File: config.mk
export PLATFORM = sky130hd
export DESIGN_NAME = haws_div_step
export DESIGN_NICKNAME = d
export VERILOG_FILES = /design/src/rtl/haws_div_step.sv
export SDC_FILE = /design/constraint.sdc
export NUM_CORES = 1
export LEC_CHECK = 0
export BUFFER_PORTS_ARGS = -buffer_cell sky130_fd_sc_hd__clkbuf_2
export CAP_MARGIN = 20
export CORE_ASPECT_RATIO = 1.75
export CORE_MARGIN = 2
export CORE_UTILIZATION = 45
export DETAILED_ROUTE_END_ITERATION = 16
export GPL_TIMING_DRIVEN = 0
export PLACE_DENSITY = 0.76
export SLEW_MARGIN = 25
export SYNTH_ARGS = -nofsm -noshare
export SYNTH_HDL_FRONTEND = slang
export SYNTH_SLANG_ARGS = --single-unit
File: constraint.sdc
create_clock -name vclk -period 5.75
set_clock_uncertainty 0.1 [all_clocks]
set_input_delay 1.15 -clock vclk [all_inputs]
set_output_delay 1.15 -clock vclk [all_outputs]
set_load 0.03 [all_outputs]
File: src/rtl/haws_div_step.sv
`timescale 1ns / 1ps
// One restoring division step: subtract the shifted divisor if it fits.
module haws_div_step #(
  parameter int RW = 48
) (
  input  logic [RW-1:0] rem,
  input  logic [RW-1:0] dvs,
  output logic [RW-1:0] rem_nxt,
  output logic          qbit
);
  always_comb begin
    qbit    = (rem >= dvs);
    rem_nxt = qbit ? (rem - dvs) : rem;
  end
endmodule
### Word level (Yosys, flattened, before mapping)

Index checks and enable logic that the tools add are counted.
Widths: inputs -> output; s select.

| word-level totals | value |
|---|---|
| bits in registers | 0 |
| bits of input ports | 96 |
| output and inout port bits | 49 |
| word-level logic and storage cells | 3 |

| cells by class | value |
|---|---|
| add/subtract/negate cells | 1 |
| $lt $le $gt $ge | 1 |
| muxes and demuxes | 1 |

Operators by type and width:

| kind | number |
|---|---|
| $ge 48x48->1 | 1 |
| $mux 48 | 1 |
| $sub 48x48->48 | 1 |

### Logic depth before layout (Yosys ltp)

| depth | value |
|---|---|
| depth in word-level cells | 2 |
| mapped depth | 14 |
| mapped depth without buffers | 13 |

### Worst setup path after synthesis

OpenSTA, ideal clock, no wires.

| timing | value |
|---|---|
| path kind | input to output |
| from | input port rem[0] |
| to | output port rem_nxt[46] |
| arrival time | 4.308 ns |
| data required time | 4.500 ns |
| setup slack | 0.192 ns |
| stages on the path | 14 |
| buffers on the path | 1 |
| cell sequence | inv_1 > ha_1 > fa_1 > nand2b_1 > a21oi_1 > o21ai_1 > a311oi_1 > nor4_1 > o311ai_2 > nand2_2 > inv_2 > buf_2 > o21ai_1 > a311oi_1 |

| between the ends | value |
|---|---|
| cells in the longest elaborated chain, start to end | 2 |
| elaborated cells between the ends (all ways) | 3 |
| classes of those cells | add/sub: 1; order compare: 1; mux: 1 |

RTL lines:

| what | line | text |
|---|---|---|
| start: declaration | 6 | `input logic [RW-1:0] rem,` |
| $ge 48x48->1 | 12 | `qbit = (rem >= dvs);` |
| via qbit | 9 | `output logic qbit` |
| $mux 48 | 13 | `rem_nxt = qbit ? (rem - dvs) : rem;` |
| end: declaration | 8 | `output logic [RW-1:0] rem_nxt,` |

The timed path passes the listed nets, and every way through them passes these cells.

### Worst setup path after layout

| timing | value |
|---|---|
| from | input port rem[0] |
| to | output port rem_nxt[39] |

| between the ends | value |
|---|---|
| cells in the longest elaborated chain, start to end | 2 |
| elaborated cells between the ends (all ways) | 3 |
| classes of those cells | add/sub: 1; order compare: 1; mux: 1 |

RTL lines:

| what | line |
|---|---|
| $sub 48x48->48 / $ge 48x48->1 (equally long branches) | 13, 12 |
| $mux 48 * | 13 |

Mark *: on every way between the ends. The rest lies on a longest branch, timed or not.

==> impl_metrics.ini <==
[run_status]
status = finished, final reports clean

[place]
io_buffer_count = 145
place_congestion = 0.922
dpl.hpwl_um = 10100

[worst_hold_path]
hp-class = input pin to primary output

[yosys]
synth_top_cell_area_share_pct = 17.7
synth-simple-area-share_pct = 24.0
synthXorXnorAreaFrac_pct = 10.3
synth.area.mux_share_pct = 0.920
synthCells = 548
synth.area.top_cells = ha_1 18%, nand2_1 8.6%, a21oi_1 7.2%
ys_warn_count = 0
synth_top_family_by_area = compound AO/OA/AOI/OAI gates
synthAdderAreaFrac_pct = 18.3
synth-seq-area-share_pct = 0
synth.net_count = 693
synth_area_per_cell_um2 = 6.20
synth_compound_area_share_pct = 37.5
netlist.top_cell.by_area = ha_1
ys_types = 54
synthesis.area_mm2 = 0.00340

[detailed_routing]
first_pass_iters = 5
remaining_drc_errors = 0
antenna_left = 0
vias_per_cell = 5.80
detail_route.wl_per_cell_um = 15.0
routed_wl_um = 11700
num_vias = 4533
drtIter0Drc = 201

[final_layout]
fin_util_pct = 57.2
n_fill_cell = 777
layout_commonest_cell = clkbuf_2
nFlopsAndLatches = 0
area_growth_pct = 25.6
final_cell_mix = 150 x clkbuf_2, 78 x nand2_1, 55 x inv_1, 49 x a21oi_1, 48 x ha_1
antenna_cells = 0
fin_nets = 840
register_area_um2 = 0
drive_above_1_share_pct = 24.4
n_clock_buffer = 0
multi_input_area_mm2 = 0.00312

[critical_path]
slowest_stage = a2111o_1
cp_data_required_time_ns = 4.50
cp_max_fo = 10
crit_path_cell_trace = clkbuf_2, inv_1, ha_1, fa_1, nand2b_1, a21oi_1, o21ai_1, a311oi_2, nor4_1, o311ai_2, nand2_2, buf_2, a2111o_1, o221a_2, clkbuf_2
cpPeakStageDelay_ns = 0.41
endpoint_kind = primary output
cp_top_family = compound AO/OA/AOI/OAI gates
critPathBufInv = 4
crit_top_cell = clkbuf_2
worstPathArrival_ns = 4.36
worstSetupStartpointType = input pin
worst-setup-path-type = input pin to primary output

[global_route]
grt_max_degree = 11
grt_use_total_pct = 27.4
overflow = 0
grt_pass1_vias = 4465
antenna_found_initial = 0
grt_pass1_wl_um = 19400

[sta]
finalCritPeriodShare_pct = 97.6
setup_viol = 0
rsz0062_at_grt = false
final-hold-violation-count = 0
min_period_ns = 5.61
relSlewSlack_pct = 50.9
fmax_mhz = 178
drv_slew = 0
worst_pin_slew_ns = 0.730
tns_ns = 0

[pwr]
power_density_mw_per_mm2 = 156
leakage_nw = 2.38
peakVddDrop_mv = 0.0874

[die]
rows = 42
die_w_um = 69.7
coreArea_mm2 = 0.00746
dieArea_mm2 = 0.00829
io_pins = 145
die_y_um = 119
initial_core_util_pct = 45.5

[flow_run]
drv_cap = 0

[cts]
post_cts_buffers = 0
worst paths after layout:
| kind | from | endpoint | slack [ns] | cells after the start |
|---|---|---|---|---|
| max | rem[0] | rem_nxt[39] | 0.14 | 15 |
| min | rem[20] | rem_nxt[20] | 2.56 | 4 |
through the flow:
step           total power, mW  cells  area, um2  setup slack, ns  hold slack, ns
2_1_floorplan            0.472    548       3400            0.192            2.41
3_3_place_gp             0.649    781       4230           0.0336            2.55
3_5_place_dp             0.656    781       4230         0.000283            2.56
4_1_cts                  0.660    781       4240           0.0904            2.56
5_1_grt                  0.726    781       4270           0.0104            2.58
6_report                 0.666    781       4270            0.136            2.56
what timing repair did:
action	in CTS	in global routing
endpoints found under the setup margin	2	45
pin swaps	0	1
gates resized for setup	2	11
hold buffers	0	0
gates cloned	0	0
cell type report:
type / instances / area share [%]
buffer: 24 / 2.49
multi-input combinational: 468 / 73.0
timing repair buffer: 145 / 17.0
inverter: 56 / 4.93
tap: 88 / 2.58
cells in the mapped netlist (all sizes together), types with 8 or more instances:
library cell	n
a21oi	49
clkbuf	15
a31oi	8
nand4	14
nand3	14
buf	9
nor2	20
xnor2	25
and2	9
nor2b	9
a21o	29
nand2	79
ha	48
xor2	15
o21ai	70
inv	56
per-layer routing:
metal | global-route usage, % | part of all wire (%) | vias up
met5 | 0 | 0 | -
met1 | 28.0 | 36 | 2084
met2 | 56.5 | 56 | 152
li1 | - | - | 2254
met4 | 10.5 | 4.5 | 0
met3 | 0.846 | 3.5 | 43
kinds of logic after synthesis:
kind of cell,Yosys count
fa+ha+maj,49
compound gates,204
mux,3
xor+xnor,40
simple gates,172
buf+inv,80
power by group:
part | switching, mW | total [mW] | internal, mW
Clock | 0 | 0 | 0
Sequential | 0 | 0 | 0
Combinational | 0.434 | 0.666 | 0.232
No activity file was read; power rests on OpenSTA's default activity.
